### src/rtl/pcwr_pkg.sv
// ----------------------------------------------------------------------------
// pcwr_pkg
// Shared widths, types and register codes of the pixel coordinate router.
// ----------------------------------------------------------------------------
package pcwr_pkg;

	localparam int COORD_BITS   = 12;
	localparam int COLOR_BITS   = 24;
	localparam int NUM_WINDOWS  = 4;
	localparam int WIN_BITS     = 4 * COORD_BITS;
	localparam int CFG_IDX_BITS = 3;
	localparam int FIFO_DEPTH   = 4;
	localparam int FIFO_PTR_BITS = $clog2(FIFO_DEPTH);
	localparam int FIFO_CNT_BITS = $clog2(FIFO_DEPTH + 1);

	typedef enum logic [CFG_IDX_BITS-1:0] {
		CFG_FRAME_WIDTH = 3'd0,
		CFG_TOP_WIN     = 3'd1,
		CFG_BOTTOM_WIN  = 3'd2,
		CFG_LEFT_WIN    = 3'd3,
		CFG_RIGHT_WIN   = 3'd4
	} cfg_idx_t;

	typedef struct packed {
		logic [COORD_BITS-1:0] y_high;
		logic [COORD_BITS-1:0] y_low;
		logic [COORD_BITS-1:0] x_high;
		logic [COORD_BITS-1:0] x_low;
	} win_t;

	typedef struct packed {
		logic [COORD_BITS-1:0] frame_width;
		win_t [NUM_WINDOWS-1:0] win;
	} cfg_t;

	typedef struct packed {
		logic [COLOR_BITS-1:0] color;
		logic [COORD_BITS-1:0] x;
		logic [COORD_BITS-1:0] y;
	} entry_t;

	typedef struct packed {
		logic full;
		logic empty;
	} fifo_status_t;

endpackage

### src/rtl/pcwr_cfg.sv
// ----------------------------------------------------------------------------
// pcwr_cfg
// Configuration register file: frame width and four window bounds.
// ----------------------------------------------------------------------------
module pcwr_cfg (
	input  logic                            clk,
	input  logic                            arst_n,
	input  logic                            cfg_valid,
	output logic                            cfg_ready,
	input  logic [pcwr_pkg::CFG_IDX_BITS-1:0] cfg_index,
	input  logic [pcwr_pkg::WIN_BITS-1:0]   cfg_data,
	output pcwr_pkg::cfg_t                  cfg
);
	import pcwr_pkg::*;

	cfg_t cfg_q;

	assign cfg_ready = 1'b1;
	assign cfg       = cfg_q;

	always_ff @(posedge clk or negedge arst_n) begin
		if (!arst_n) begin
			cfg_q <= '0;
		end else if (cfg_valid) begin
			case (cfg_idx_t'(cfg_index))
				CFG_FRAME_WIDTH: cfg_q.frame_width <= cfg_data[COORD_BITS-1:0];
				CFG_TOP_WIN:     cfg_q.win[0] <= win_t'(cfg_data);
				CFG_BOTTOM_WIN:  cfg_q.win[1] <= win_t'(cfg_data);
				CFG_LEFT_WIN:    cfg_q.win[2] <= win_t'(cfg_data);
				CFG_RIGHT_WIN:   cfg_q.win[3] <= win_t'(cfg_data);
				default: ;
			endcase
		end
	end

endmodule

### src/rtl/pcwr_front.sv
// ----------------------------------------------------------------------------
// pcwr_front
// Accepts pixels, tags them with the column and row counters, advances them.
// ----------------------------------------------------------------------------
module pcwr_front (
	input  logic                           clk,
	input  logic                           arst_n,
	input  logic                           in_valid,
	output logic                           in_ready,
	input  logic [pcwr_pkg::COLOR_BITS-1:0] pixel_color,
	input  logic                           end_of_frame,
	input  logic [pcwr_pkg::COORD_BITS-1:0] frame_width,
	input  pcwr_pkg::fifo_status_t         fifo_status,
	output logic                           push,
	output pcwr_pkg::entry_t               push_entry
);
	import pcwr_pkg::*;

	logic [COORD_BITS-1:0] col_q;
	logic [COORD_BITS-1:0] row_q;
	logic [COORD_BITS-1:0] col_inc;

	assign in_ready         = !fifo_status.full;
	assign push             = in_valid && in_ready;
	assign push_entry.color = pixel_color;
	assign push_entry.x     = col_q;
	assign push_entry.y     = row_q;
	assign col_inc          = col_q + COORD_BITS'(1);

	always_ff @(posedge clk or negedge arst_n) begin
		if (!arst_n) begin
			col_q <= '0;
			row_q <= '0;
		end else if (push) begin
			if (end_of_frame) begin
				col_q <= '0;
				row_q <= '0;
			end else if (col_inc == frame_width) begin
				col_q <= '0;
				row_q <= row_q + COORD_BITS'(1);
			end else begin
				col_q <= col_inc;
			end
		end
	end

endmodule

### src/rtl/pcwr_fifo.sv
// ----------------------------------------------------------------------------
// pcwr_fifo
// Short queue of tagged pixels between the front and back parts.
// ----------------------------------------------------------------------------
module pcwr_fifo (
	input  logic                   clk,
	input  logic                   arst_n,
	input  logic                   push,
	input  pcwr_pkg::entry_t       push_entry,
	input  logic                   pop,
	output pcwr_pkg::entry_t       pop_entry,
	output pcwr_pkg::fifo_status_t status
);
	import pcwr_pkg::*;

	entry_t                   mem_q [FIFO_DEPTH];
	logic [FIFO_PTR_BITS-1:0] wr_ptr_q;
	logic [FIFO_PTR_BITS-1:0] rd_ptr_q;
	logic [FIFO_CNT_BITS-1:0] count_q;

	assign status.full  = (count_q == FIFO_CNT_BITS'(FIFO_DEPTH));
	assign status.empty = (count_q == '0);
	assign pop_entry    = mem_q[rd_ptr_q];

	always_ff @(posedge clk) begin
		if (push) begin
			mem_q[wr_ptr_q] <= push_entry;
		end
	end

	always_ff @(posedge clk or negedge arst_n) begin
		if (!arst_n) begin
			wr_ptr_q <= '0;
			rd_ptr_q <= '0;
			count_q  <= '0;
		end else begin
			if (push) begin
				wr_ptr_q <= wr_ptr_q + FIFO_PTR_BITS'(1);
			end
			if (pop) begin
				rd_ptr_q <= rd_ptr_q + FIFO_PTR_BITS'(1);
			end
			if (push && !pop) begin
				count_q <= count_q + FIFO_CNT_BITS'(1);
			end else if (pop && !push) begin
				count_q <= count_q - FIFO_CNT_BITS'(1);
			end
		end
	end

endmodule

### src/rtl/pcwr_back.sv
// ----------------------------------------------------------------------------
// pcwr_back
// Tests queued pixels against the four windows and holds the result register.
// ----------------------------------------------------------------------------
module pcwr_back (
	input  logic                            clk,
	input  logic                            arst_n,
	input  pcwr_pkg::cfg_t                  cfg,
	input  pcwr_pkg::fifo_status_t          fifo_status,
	input  pcwr_pkg::entry_t                pop_entry,
	output logic                            pop,
	output logic                            out_valid,
	input  logic                            out_ready,
	output logic [pcwr_pkg::COLOR_BITS-1:0] pixel_color_out,
	output logic [pcwr_pkg::COORD_BITS-1:0] pixel_x,
	output logic [pcwr_pkg::COORD_BITS-1:0] pixel_y,
	output logic [pcwr_pkg::NUM_WINDOWS-1:0] edge_hit_mask,
	output logic [pcwr_pkg::NUM_WINDOWS-1:0] edge_last_mask
);
	import pcwr_pkg::*;

	logic                   valid_q;
	entry_t                 entry_q;
	logic [NUM_WINDOWS-1:0] hit_q;
	logic [NUM_WINDOWS-1:0] last_q;
	logic [NUM_WINDOWS-1:0] hit_d;
	logic [NUM_WINDOWS-1:0] last_d;

	assign pop = !fifo_status.empty && (!valid_q || out_ready);

	always_comb begin
		for (int i = 0; i < NUM_WINDOWS; i++) begin
			hit_d[i] = (pop_entry.x >= cfg.win[i].x_low) && (pop_entry.x <= cfg.win[i].x_high)
				&& (pop_entry.y >= cfg.win[i].y_low) && (pop_entry.y <= cfg.win[i].y_high);
			last_d[i] = hit_d[i] && (pop_entry.x == cfg.win[i].x_high)
				&& (pop_entry.y == cfg.win[i].y_high);
		end
	end

	always_ff @(posedge clk or negedge arst_n) begin
		if (!arst_n) begin
			valid_q <= 1'b0;
		end else if (pop) begin
			valid_q <= 1'b1;
		end else if (out_ready) begin
			valid_q <= 1'b0;
		end
	end

	always_ff @(posedge clk) begin
		if (pop) begin
			entry_q <= pop_entry;
			hit_q   <= hit_d;
			last_q  <= last_d;
		end
	end

	assign out_valid       = valid_q;
	assign pixel_color_out = entry_q.color;
	assign pixel_x         = entry_q.x;
	assign pixel_y         = entry_q.y;
	assign edge_hit_mask   = hit_q;
	assign edge_last_mask  = last_q;

endmodule

### src/rtl/pixel_coordinate_window_router_core.sv
// ----------------------------------------------------------------------------
// pixel_coordinate_window_router_core
// Tags each pixel with its column and row and flags the windows it falls in.
//
// Input channel (in_valid/in_ready): one pixel color and an end-of-frame
// flag per transaction. Output channel (out_valid/out_ready): the color,
// its x/y coordinates, a hit mask and a lower-right-corner mask for the
// top, bottom, left and right windows. Configuration channel
// (cfg_valid/cfg_ready, cfg_index, cfg_data): index 0 frame width, 1..4 the
// window bounds; cfg_ready is always high, unknown indexes are dropped.
// Write configuration only while no pixel is in flight.
// A pixel accepted on the input is written into the queue, then taken into
// the output register. Throughput: one pixel per cycle unless the receiver
// stalls, set by the single output register that the four-entry queue feeds.
// Reset clears the counters, the configuration and the queue.
// When the receiver stalls, the result register holds and the queue fills;
// in_ready drops once its four entries are taken.
// ----------------------------------------------------------------------------
module pixel_coordinate_window_router_core (
	input  logic                              clk,
	input  logic                              arst_n,
	input  logic                              cfg_valid,
	output logic                              cfg_ready,
	input  logic [pcwr_pkg::CFG_IDX_BITS-1:0] cfg_index,
	input  logic [pcwr_pkg::WIN_BITS-1:0]     cfg_data,
	input  logic                              in_valid,
	output logic                              in_ready,
	input  logic [pcwr_pkg::COLOR_BITS-1:0]   pixel_color,
	input  logic                              end_of_frame,
	output logic                              out_valid,
	input  logic                              out_ready,
	output logic [pcwr_pkg::COLOR_BITS-1:0]   pixel_color_out,
	output logic [pcwr_pkg::COORD_BITS-1:0]   pixel_x,
	output logic [pcwr_pkg::COORD_BITS-1:0]   pixel_y,
	output logic [pcwr_pkg::NUM_WINDOWS-1:0]  edge_hit_mask,
	output logic [pcwr_pkg::NUM_WINDOWS-1:0]  edge_last_mask
);
	import pcwr_pkg::*;

	cfg_t         cfg;
	fifo_status_t fifo_status;
	logic         push;
	logic         pop;
	entry_t       push_entry;
	entry_t       pop_entry;

	pcwr_cfg u_cfg (
		.clk       (clk),
		.arst_n    (arst_n),
		.cfg_valid (cfg_valid),
		.cfg_ready (cfg_ready),
		.cfg_index (cfg_index),
		.cfg_data  (cfg_data),
		.cfg       (cfg)
	);

	pcwr_front u_front (
		.clk          (clk),
		.arst_n       (arst_n),
		.in_valid     (in_valid),
		.in_ready     (in_ready),
		.pixel_color  (pixel_color),
		.end_of_frame (end_of_frame),
		.frame_width  (cfg.frame_width),
		.fifo_status  (fifo_status),
		.push         (push),
		.push_entry   (push_entry)
	);

	pcwr_fifo u_fifo (
		.clk        (clk),
		.arst_n     (arst_n),
		.push       (push),
		.push_entry (push_entry),
		.pop        (pop),
		.pop_entry  (pop_entry),
		.status     (fifo_status)
	);

	pcwr_back u_back (
		.clk             (clk),
		.arst_n          (arst_n),
		.cfg             (cfg),
		.fifo_status     (fifo_status),
		.pop_entry       (pop_entry),
		.pop             (pop),
		.out_valid       (out_valid),
		.out_ready       (out_ready),
		.pixel_color_out (pixel_color_out),
		.pixel_x         (pixel_x),
		.pixel_y         (pixel_y),
		.edge_hit_mask   (edge_hit_mask),
		.edge_last_mask  (edge_last_mask)
	);

endmodule

### config.mk
export PLATFORM = sky130hd
export DESIGN_NAME = pixel_coordinate_window_router_core
export DESIGN_NICKNAME = d
export VERILOG_FILES = /design/src/rtl/pcwr_pkg.sv /design/src/rtl/pcwr_cfg.sv /design/src/rtl/pcwr_front.sv /design/src/rtl/pcwr_fifo.sv /design/src/rtl/pcwr_back.sv /design/src/rtl/pixel_coordinate_window_router_core.sv
export SDC_FILE = /design/constraint.sdc
export NUM_CORES = 1
export LEC_CHECK = 0
export BUFFER_PORTS_ARGS = -buffer_cell sky130_fd_sc_hd__buf_4
export CORE_MARGIN = 2
export CORE_UTILIZATION = 35
export CTS_CLUSTER_SIZE = 10
export DETAILED_ROUTE_END_ITERATION = 10
export GPL_ROUTABILITY_DRIVEN = 0
export MAX_ROUTING_LAYER = met4
export PLACE_DENSITY = 0.61
export SYNTH_ARGS = -nofsm -noshare
export SYNTH_HDL_FRONTEND = slang
export SYNTH_SLANG_ARGS = --single-unit
### constraint.sdc
create_clock -name clk -period 6.4 [get_ports clk]
set_clock_uncertainty 0.05 [all_clocks]
set_input_delay 1.28 -clock clk [delete_from_list [all_inputs] [get_ports clk]]
set_output_delay 1.28 -clock clk [all_outputs]
set_load 0.01 [all_outputs]
Word-level counts from Yosys, hierarchy flattened

Memories as Yosys holds them, arrays and structs flattened.
Index checks and enable logic that the tools add are counted.

RAM bits: 192
Flip-flop bits (word level): 292
Memories: 1
Logic and storage cells: 116
Input port bits: 81
Output and inout port bits: 59

Memory list:

| name         | words | width | rd ports | clocked after memory_dff | wr ports | RTL line        | text |
|---|---|---|---|---|---|---|---|
| u_fifo.mem_q | 4     | 48    | 1        | 0                        | 1        | pcwr_fifo.sv:16 | `entry_t mem_q [FIFO_DEPTH];` |

Eq/ne operators: 14
Multiplexer cells: 10
$lt $le $gt $ge: 16
Add/subtract/negate cells: 6
Reductions and logical operators: 41

Operators with widths:

| cell                    | count |
|---|---|
| $eq A12 B12 Y1          | 9 |
| $ge A12 B12 Y1          | 8 |
| $le A12 B12 Y1          | 8 |
| $mux W12                | 4 |
| $add A12 B1 Y12 const B | 2 |
| $logic_and A1 B1 Y1     | 24 |
| $reduce_and A2 Y1       | 6 |
| $eq A3 B2 Y1 const B    | 2 |
| $eq A3 B3 Y1 const B    | 2 |
| $logic_not A3 Y1        | 2 |
| $mux W3                 | 2 |
| $reduce_bool A2 Y1      | 3 |
| $logic_not A1 Y1        | 5 |
| $add A2 B1 Y2 const B   | 2 |
| $mux W1                 | 4 |
| $add A3 B1 Y3 const B   | 1 |
| $eq A3 B1 Y1 const B    | 1 |
| $sub A3 B1 Y3 const B   | 1 |
| $logic_or A1 B1 Y1      | 1 |

Depth between registers and ports, before layout

Gate-level depths: netlist of the first run.

Depth after elaboration: 7
Mapped depth: 12
Gate-level depth less buffers: 10

Hierarchy

From an unflattened synthesis of the first run, not the netlist that was laid out.

Cells, all modules: 1683
Area total of the unflattened synthesis: 23576.4 um^2

By module, submodules not included:

| module     | times used | cells each | sequential area each (um^2) | area each (um^2) |
|---|---|---|---|---|
| pcwr_cfg   | 1          | 436        | 5104.9                      | 7707.4 |
| pcwr_fifo  | 1          | 285        | 5940.7                      | 7375.8 |
| pcwr_back  | 1          | 700        | 1706.6                      | 6419.9 |
| pcwr_front | 1          | 262        | 600.6                       | 2073.2 |

Worst setup path after synthesis of the first run

No wires, ideal clock.

Path kind: input port to flip-flop
Start point: input out_ready
End point: register u_fifo.count_q[1]
Path slack: 0.850 ns
Path buffers: 0
Arrival time: 5.375 ns
Cell stages on the path: 7
Required time: 6.225 ns
Library setup time: 0.125 ns
Cell sequence: inv_1 -> a21oi_1 -> inv_1 -> ha_1 -> inv_1 -> fa_1 -> mux2_2

Longest elaborated chain between the ends: 5
Elaborated cells between the ends (all ways): 7
Classes of those cells: mux: 1; reduce/logical: 6

RTL lines:

| item                                          | RTL line                                  | text |
|---|---|---|
| start: declaration                            | pixel_coordinate_window_router_core.sv:31 | `input logic out_ready,` |
| $logic_or A1 B1 Y1 (*)                        | pcwr_back.sv:29                           | `assign pop = !fifo_status.empty && (!valid_q \|\| out_ready);` |
| $logic_and A1 B1 Y1 (*)                       | pcwr_back.sv:29                           |  |
| named net pop                                 | pixel_coordinate_window_router_core.sv:43 | `logic pop;` |
| $logic_not A1 Y1                              | pcwr_fifo.sv:43                           | `if (push && !pop) begin` |
| $logic_and A1 B1 Y1                           | pcwr_fifo.sv:43                           |  |
| $mux W3 or $reduce_bool A2 Y1 (tied branches) | n/a                                       |  |
| end signal: assignment                        | pcwr_fifo.sv:44                           | `count_q <= count_q + FIFO_CNT_BITS'(1);` |
| end signal: assignment                        | pcwr_fifo.sv:46                           | `count_q <= count_q - FIFO_CNT_BITS'(1);` |
| end: declaration                              | pcwr_fifo.sv:19                           | `logic [FIFO_CNT_BITS-1:0] count_q;` |

Mark *: on every way through the listed nets, which the timed path passes. The rest lies on a longest branch.
A chain may end at the register's enable or synchronous reset.

==> impl_metrics.py, run 1 <==
metrics = {
    "timing": {
        "fin_hold_ws_ns": 0.4439,
        "tightest_slew_ns": 1.126,
        "drv_slew": 0,
        "post-route-period-util_pct": 63.38,
        "rsz0062_at_grt": "no",
        "setup_viol": 0,
        "fin_setup_tns_ns": 0,
        "finalHoldViolations": 0,
        "period_minus_slack_ns": 4.056,
        "max_freq_ghz": 0.2465,
        "slew_headroom_pct": 24.77,
    },
    "setup_path": {
        "startpoint": "u_fifo.rd_ptr_q[0]$_DFFE_PN0P_",
        "reg2reg_slack_ns": 2.34,
        "slowest_delay_ns": 1.10,
        "crit_type": "reg -> reg",
        "start_kind": "flop",
        "crit_end": "u_back.edge_hit_mask[3]$_DFFE_PP_",
        "cp_data_required_time_ns": 6.69,
        "critPathArrivalTime_ns": 4.34,
        "rr_startpoint": "u_fifo.rd_ptr_q[0]$_DFFE_PN0P_",
        "cp_max_fo": 50,
        "path_cells": "mux4_2 -> inv_1 -> ha_1 -> nand2b_1 -> a21o_1 -> a21o_1 -> a21oi_1 -> nor3_1 -> o32ai_1 -> nor3_1",
        "crit_path_top_delay_cell": "dfrtp_4",
        "r2r_end": "u_back.edge_hit_mask[3]$_DFFE_PP_",
        "worstSetupEndpointType": "flop",
        "rr_worst_depth": 10,
    },
    "route": {
        "wl_per_cell_um": 19.92,
        "wl_met1_um": 25030,
        "wl_met2_um": 26850,
        "drt_first_iter_violations": 961,
        "num_vias": 14210,
        "totalWireLength_um": 56460,
        "postRouteAntennaNets": 0,
        "first_pass_iters": 5,
        "drc_errors": 0,
        "avgViaCountPerCell": 5.015,
        "route.met3.wl_um": 2636,
        "highest_layer": "met4",
    },
    "logic_synthesis": {
        "synth_flop_cell": "edfxtp_1",
        "ys_seq_area_share_pct": 58.61,
        "netlist_instances": 1783,
        "synth_top_area_share_pct": 32.69,
        "synth_area_per_cell_um2": 12.78,
        "synth-seq-cells": 484,
        "synth_cell_types": 55,
        "yosys_warnings": 0,
        "synth_nets": 2064,
        "synth_edf_count": 248,
        "synth_area_um2": 22780,
        "yosys.area.top_type": "edfxtp_1",
        "async_flop_share_pct": 48.76,
        "ys_top_cells_by_area": "edfxtp_1, dfrtp_1, ha_1",
    },
    "floorplan": {
        "die_height_um": 259.1,
        "coreArea_um2": 64350,
        "initial_core_util_pct": 35.40,
        "rows": 93,
        "ios": 140,
        "die_x_um": 259.1,
        "die_area_um2": 67150,
    },
    "layout": {
        "fin_util_pct": 41.29,
        "fillerInstances": 5924,
        "drive_gt1_share_pct": 18.54,
        "antenna_cells": 0,
        "fin_nets": 2216,
        "final_cell_mix": "edfxtp_1, dfrtp_1, ha_1",
        "synthToLayoutAreaGrowth_pct": 16.64,
        "layout.cells.most_common": "edfxtp_1",
    },
    "cts": {
        "cts_resized": 0,
        "htreeDepth": 2,
        "cts_tree": "yes",
        "clock_sinks": 484,
        "cts.path.max_buffers": 3,
        "clk_pin_slew_worst_paths_ns": 0.06,
        "clockRootBuffer": "clkbuf_16",
        "cts_setup_buffers": 0,
        "worstSkewPairLatency_ns": 0.63,
        "cts_buffers": 56,
        "postCtsHoldBufs": 0,
    },
    "global_route": {
        "grt_max_degree": 142,
        "grt-ovfl-total": 0,
        "grt_pass1_vias": 14680,
        "track_usage_pct": 17.61,
        "antenna_found_initial": 3,
        "grt_pass1_wl_um": 87400,
    },
    "run_status": {
        "outcome": "finished clean",
    },
    "placement": {
        "port_buffers": 138,
        "hpwl_um": 38870,
    },
    "power": {
        "cellPowerDensity_nw_per_um2": 447.5,
        "p_total_mw": 11.89,
        "p_leak_nw": 11.01,
        "vdd_drop_max_mv": 0.2209,
    },
    "job": {
        "maxCapViolCount": 0,
    },
    "hold_path": {
        "hp-class": "reg -> reg",
        "hold_depth": 1,
    },
}
## per-stage QoR
stage | instance area [um2] | setup slack [ns] | cells
after floorplan | 22780 | 0.8503 | 1783
after global placement | 24840 | 2.367 | 2732
after detailed placement | 24840 | 2.349 | 2732
after CTS | 26570 | 2.300 | 2834
after global routing | 26570 | 2.039 | 2834
final | 26570 | 2.344 | 2834
## power by group
part           switching (mW)  leakage [nW]  internal (mW)
clock                    1.26         0.823           1.73
sequential              0.456          5.15           4.17
combinational            2.40          5.04           1.87
## cell type report
cell class / instances / area, um2 / share of cell area, %
clock buffers: 97 / 1637 / 6.159
multi-input cells: 1049 / 8521 / 32.07
well taps: 855 / 1070 / 4.026
repair buffers: 154 / 1176 / 4.426
inverters: 190 / 713.2 / 2.684
clock inverters: 5 / 97.59 / 0.3673
flip-flops and latches: 484 / 13360 / 50.27
## worst max-delay path, delay by kind of cell, from the launching register on
| kind | cells | cell delay (ns) |
|---|---|---|
| AO/OA/AOI/OAI | 4 | 1.00 |
| adder cells (fa/ha/maj) | 1 | 0.30 |
| buffers and inverters | 1 | 0.31 |
| flip-flops | 1 | 1.10 |
| multiplexers | 1 | 0.63 |
| AND/OR/NAND/NOR | 3 | 0.34 |
## cells in the mapped netlist, types with 43 or more instances
library cell,n
nand2_1,169
inv_1,190
o21ai_0,168
ha_1,199
a21oi_1,60
nand4_1,43
edfxtp_1,248
clkbuf_1,48
dfrtp_1,236
a21o_1,57
mux2_2,73
mux4_2,48
## kinds of logic after synthesis
| kind of cell | Yosys count | share of synthesized area [%] |
|---|---|---|
| flip-flops | 484 | 58.61 |
| AND/OR/NAND/NOR | 356 | 7.744 |
| AO/OA/AOI/OAI | 342 | 8.947 |
| buffers and inverters | 250 | 4.163 |
| adder cells (fa/ha/maj) | 200 | 11.02 |
| multiplexers | 127 | 8.617 |
| XOR/XNOR | 23 | 0.8842 |
| other | 1 | 0.01646 |
## metal layers
layer  GRT usage (%)  up-vias
met5               -        -
met4           6.306        0
met3           2.392       96
met2           28.16      309
met1           23.02     7065
li1                -     6743
## registers in the layout, summed over array words and instances (netlist names)
signal	count
u_back.edge_hit_mask	4
u_back.edge_last_mask	4
u_back.out_valid	1
u_back.pixel_color_out	24
u_back.pixel_x	12
u_back.pixel_y	12
u_cfg.cfg	204
u_fifo.count_q	3
u_fifo.mem_q	192
u_fifo.rd_ptr_q	2
u_fifo.wr_ptr_q	2
u_front.col_q	12
u_front.row_q	12
## how the worst min path moves through the flow
| stage | from | endpoint | slack [ns] |
|---|---|---|---|
| 2_1_floorplan | u_fifo.count_q[2]$_DFFE_PN0P_ | u_fifo.count_q[2]$_DFFE_PN0P_ | 0.41 |
| 3_3_place_gp | u_fifo.count_q[2]$_DFFE_PN0P_ | u_fifo.count_q[2]$_DFFE_PN0P_ | 0.43 |
| 3_5_place_dp | u_fifo.count_q[2]$_DFFE_PN0P_ | u_fifo.count_q[2]$_DFFE_PN0P_ | 0.43 |
| 4_1_cts | u_fifo.count_q[2]$_DFFE_PN0P_ | u_fifo.count_q[2]$_DFFE_PN0P_ | 0.45 |
| 5_1_grt | u_cfg.cfg[102]$_DFFE_PN0P_ | u_cfg.cfg[102]$_DFFE_PN0P_ | 0.46 |
| 6_report | u_fifo.count_q[2]$_DFFE_PN0P_ | u_fifo.count_q[2]$_DFFE_PN0P_ | 0.44 |
Power figures use the tool's default switching activity.
==> run 2, diff against run 1 <==
--- a/config.mk
+++ b/config.mk
@@ -12,7 +12,7 @@
 export DETAILED_ROUTE_END_ITERATION = 10
 export GPL_ROUTABILITY_DRIVEN = 0
 export MAX_ROUTING_LAYER = met4
-export PLACE_DENSITY = 0.61
+export PLACE_DENSITY = 0.63
 export SYNTH_ARGS = -nofsm -noshare
 export SYNTH_HDL_FRONTEND = slang
 export SYNTH_SLANG_ARGS = --single-unit
==> constraint.sdc (replaced) <==
create_clock -name clk -period 3.3 [get_ports clk]
set_clock_uncertainty 0.05 [all_clocks]
set_input_delay 0.66 -clock clk [delete_from_list [all_inputs] [get_ports clk]]
set_output_delay 0.66 -clock clk [all_outputs]
set_load 0.01 [all_outputs]
==> impl_metrics.py, run 2 (synthesis results as in run 1) <==
metrics = {
    "layout": {
        "synthToLayoutAreaGrowth_pct": 18.01,
        "fin_nets": 2246,
        "largest_reg_flops": 204,
        "final_cells": 2862,
        "drive_gt1_share_pct": 19.78,
        "fin_util_pct": 41.78,
        "fillerInstances": 5905,
        "layout.cells.most_common": "edfxtp_1",
        "final_cell_mix": "edfxtp_1, dfrtp_1, ha_1",
        "antenna_cells": 0,
    },
    "floorplan": {
        "die_height_um": 259.1,
        "rows": 93,
        "die_area_um2": 67150,
        "coreArea_um2": 64350,
        "die_x_um": 259.1,
        "ios": 140,
        "initial_core_util_pct": 35.40,
    },
    "run_status": {
        "outcome": "finished clean",
    },
    "timing": {
        "slew_headroom_pct": 35.09,
        "post-route-period-util_pct": 95.54,
        "rsz0062_at_grt": "no",
        "period_minus_slack_ns": 3.153,
        "setup_viol": 0,
        "drv_slew": 0,
        "finalHoldViolations": 0,
        "max_freq_ghz": 0.3172,
        "fin_setup_tns_ns": 0,
        "tightest_slew_ns": 0.9736,
    },
    "cts": {
        "cts_tree": "yes",
        "cts_buffers": 56,
        "cts.path.max_buffers": 3,
        "worstSkewPairLatency_ns": 0.63,
        "clock_sinks": 484,
        "htreeDepth": 2,
        "clk_pin_slew_worst_paths_ns": 0.06,
        "postCtsHoldBufs": 0,
        "clockRootBuffer": "clkbuf_16",
    },
    "global_route": {
        "grt-ovfl-total": 0,
        "antenna_found_initial": 1,
        "grt_pass1_wl_um": 88530,
        "track_usage_pct": 17.65,
        "grt_max_degree": 93,
        "grt_pass1_vias": 15300,
    },
    "setup_path": {
        "rr_worst_depth": 10,
        "start_kind": "flop",
        "critPathArrivalTime_ns": 3.43,
        "cp_max_fo": 9,
        "crit_type": "reg -> reg",
        "worstSetupEndpointType": "flop",
        "cp_data_required_time_ns": 3.58,
        "reg2reg_slack_ns": 0.15,
        "r2r_end": "u_back.edge_hit_mask[2]$_DFFE_PP_",
        "rr_startpoint": "u_fifo.rd_ptr_q[0]$_DFFE_PN0P_",
        "startpoint": "u_fifo.rd_ptr_q[0]$_DFFE_PN0P_",
    },
    "route": {
        "drt_first_iter_violations": 1001,
        "totalWireLength_um": 56760,
        "wl_per_cell_um": 19.83,
        "postRouteAntennaNets": 0,
        "num_vias": 14450,
        "avgViaCountPerCell": 5.049,
        "first_pass_iters": 5,
        "drc_errors": 0,
    },
    "power": {
        "cellPowerDensity_nw_per_um2": 868.6,
        "vdd_drop_max_mv": 0.5739,
        "p_leak_nw": 11.18,
        "p_total_mw": 23.35,
    },
    "job": {
        "maxCapViolCount": 0,
    },
    "hold_path": {
        "hp-class": "in -> async",
    },
    "placement": {
        "placed_cells": 2760,
        "hpwl_um": 40110,
        "port_buffers": 138,
    },
}
-- run 2: changes by cell type in the layout (fill, tap and decap cells not counted), sizes merged --
| cell | before | now |
|---|---|---|
| bufinv | 0 | 2 |
| clkinvlp | 0 | 1 |
| clkbuf | 97 | 93 |
| buf | 154 | 184 |
| clkinv | 5 | 4 |
-- run 2: where the power goes --
part	internal, mW	switching (mW)	total [mW]	leakage, nW
clock network	3.36	2.45	5.81	0.804
logic	3.85	5.00	8.85	5.22
registers	8.08	0.609	8.69	5.15
total	15.3	8.06	23.4	11.2
-- run 2: how the worst max path moves through the flow --
stage / to / slack, ns / depth (start not counted)
after floorplan: u_back.edge_hit_mask[0]$_DFFE_PP_ / 0.004 / 12
after global placement: u_back.edge_hit_mask[3]$_DFFE_PP_ / 0.04 / 10
after detailed placement: u_back.edge_hit_mask[2]$_DFFE_PP_ / -0.04 / 10
after CTS: u_back.edge_hit_mask[0]$_DFFE_PP_ / 0.01 / 10
after global routing: u_back.edge_hit_mask[2]$_DFFE_PP_ / 0.009 / 10
final: u_back.edge_hit_mask[2]$_DFFE_PP_ / 0.15 / 10
-- run 2: area by class of cell --
| type | count | area (um2) | share of cell area, % |
|---|---|---|---|
| Sequential cell | 484 | 13360 | 49.69 |
| Clock inverter | 7 | 161.4 | 0.6004 |
| Timing Repair Buffer | 184 | 1489 | 5.538 |
| Inverter | 190 | 713.2 | 2.653 |
| Multi-Input combinational cell | 1049 | 8543 | 31.78 |
| Clock buffer | 93 | 1550 | 5.766 |
| Tap cell | 855 | 1070 | 3.979 |
-- run 2: through the flow --
step           hold WS, ns  worst slack [ns]  instance area (um2)
3_3_place_gp        0.4289           0.03536                25140
6_report           0.01430            0.1470                26880
4_1_cts            0.02530           0.01276                26860
2_1_floorplan       0.3144          0.003997                22790
3_5_place_dp        0.4427          -0.04138                25140
5_1_grt            0.06312          0.009450                26880
-- run 2: worst max-delay path, cell delays in order (launching register included) --
cell and delay [ns]:
dfrtp_4 0.47, buf_4 0.22, mux4_2 0.69, ha_1 0.36, a21o_1 0.18, a21oi_1 0.15, nor2b_1 0.06, o21ai_0 0.19
a21oi_1 0.13, o32ai_2 0.25, nor3_1 0.13
-- run 2: repair_timing --
item                       CTS  global route
setup endpoints to repair    2             2
gates resized for setup      2             1
setup buffers                0             2
-- run 2: layer usage --
metal	vias to the layer above	part of all wire [%]	track usage [%]
met2	278	51	30.54
met5	-	0	-
met1	7261	42	21.36
met3	100	4.3	2.695
met4	0	2.5	5.109
li1	6811	-	-
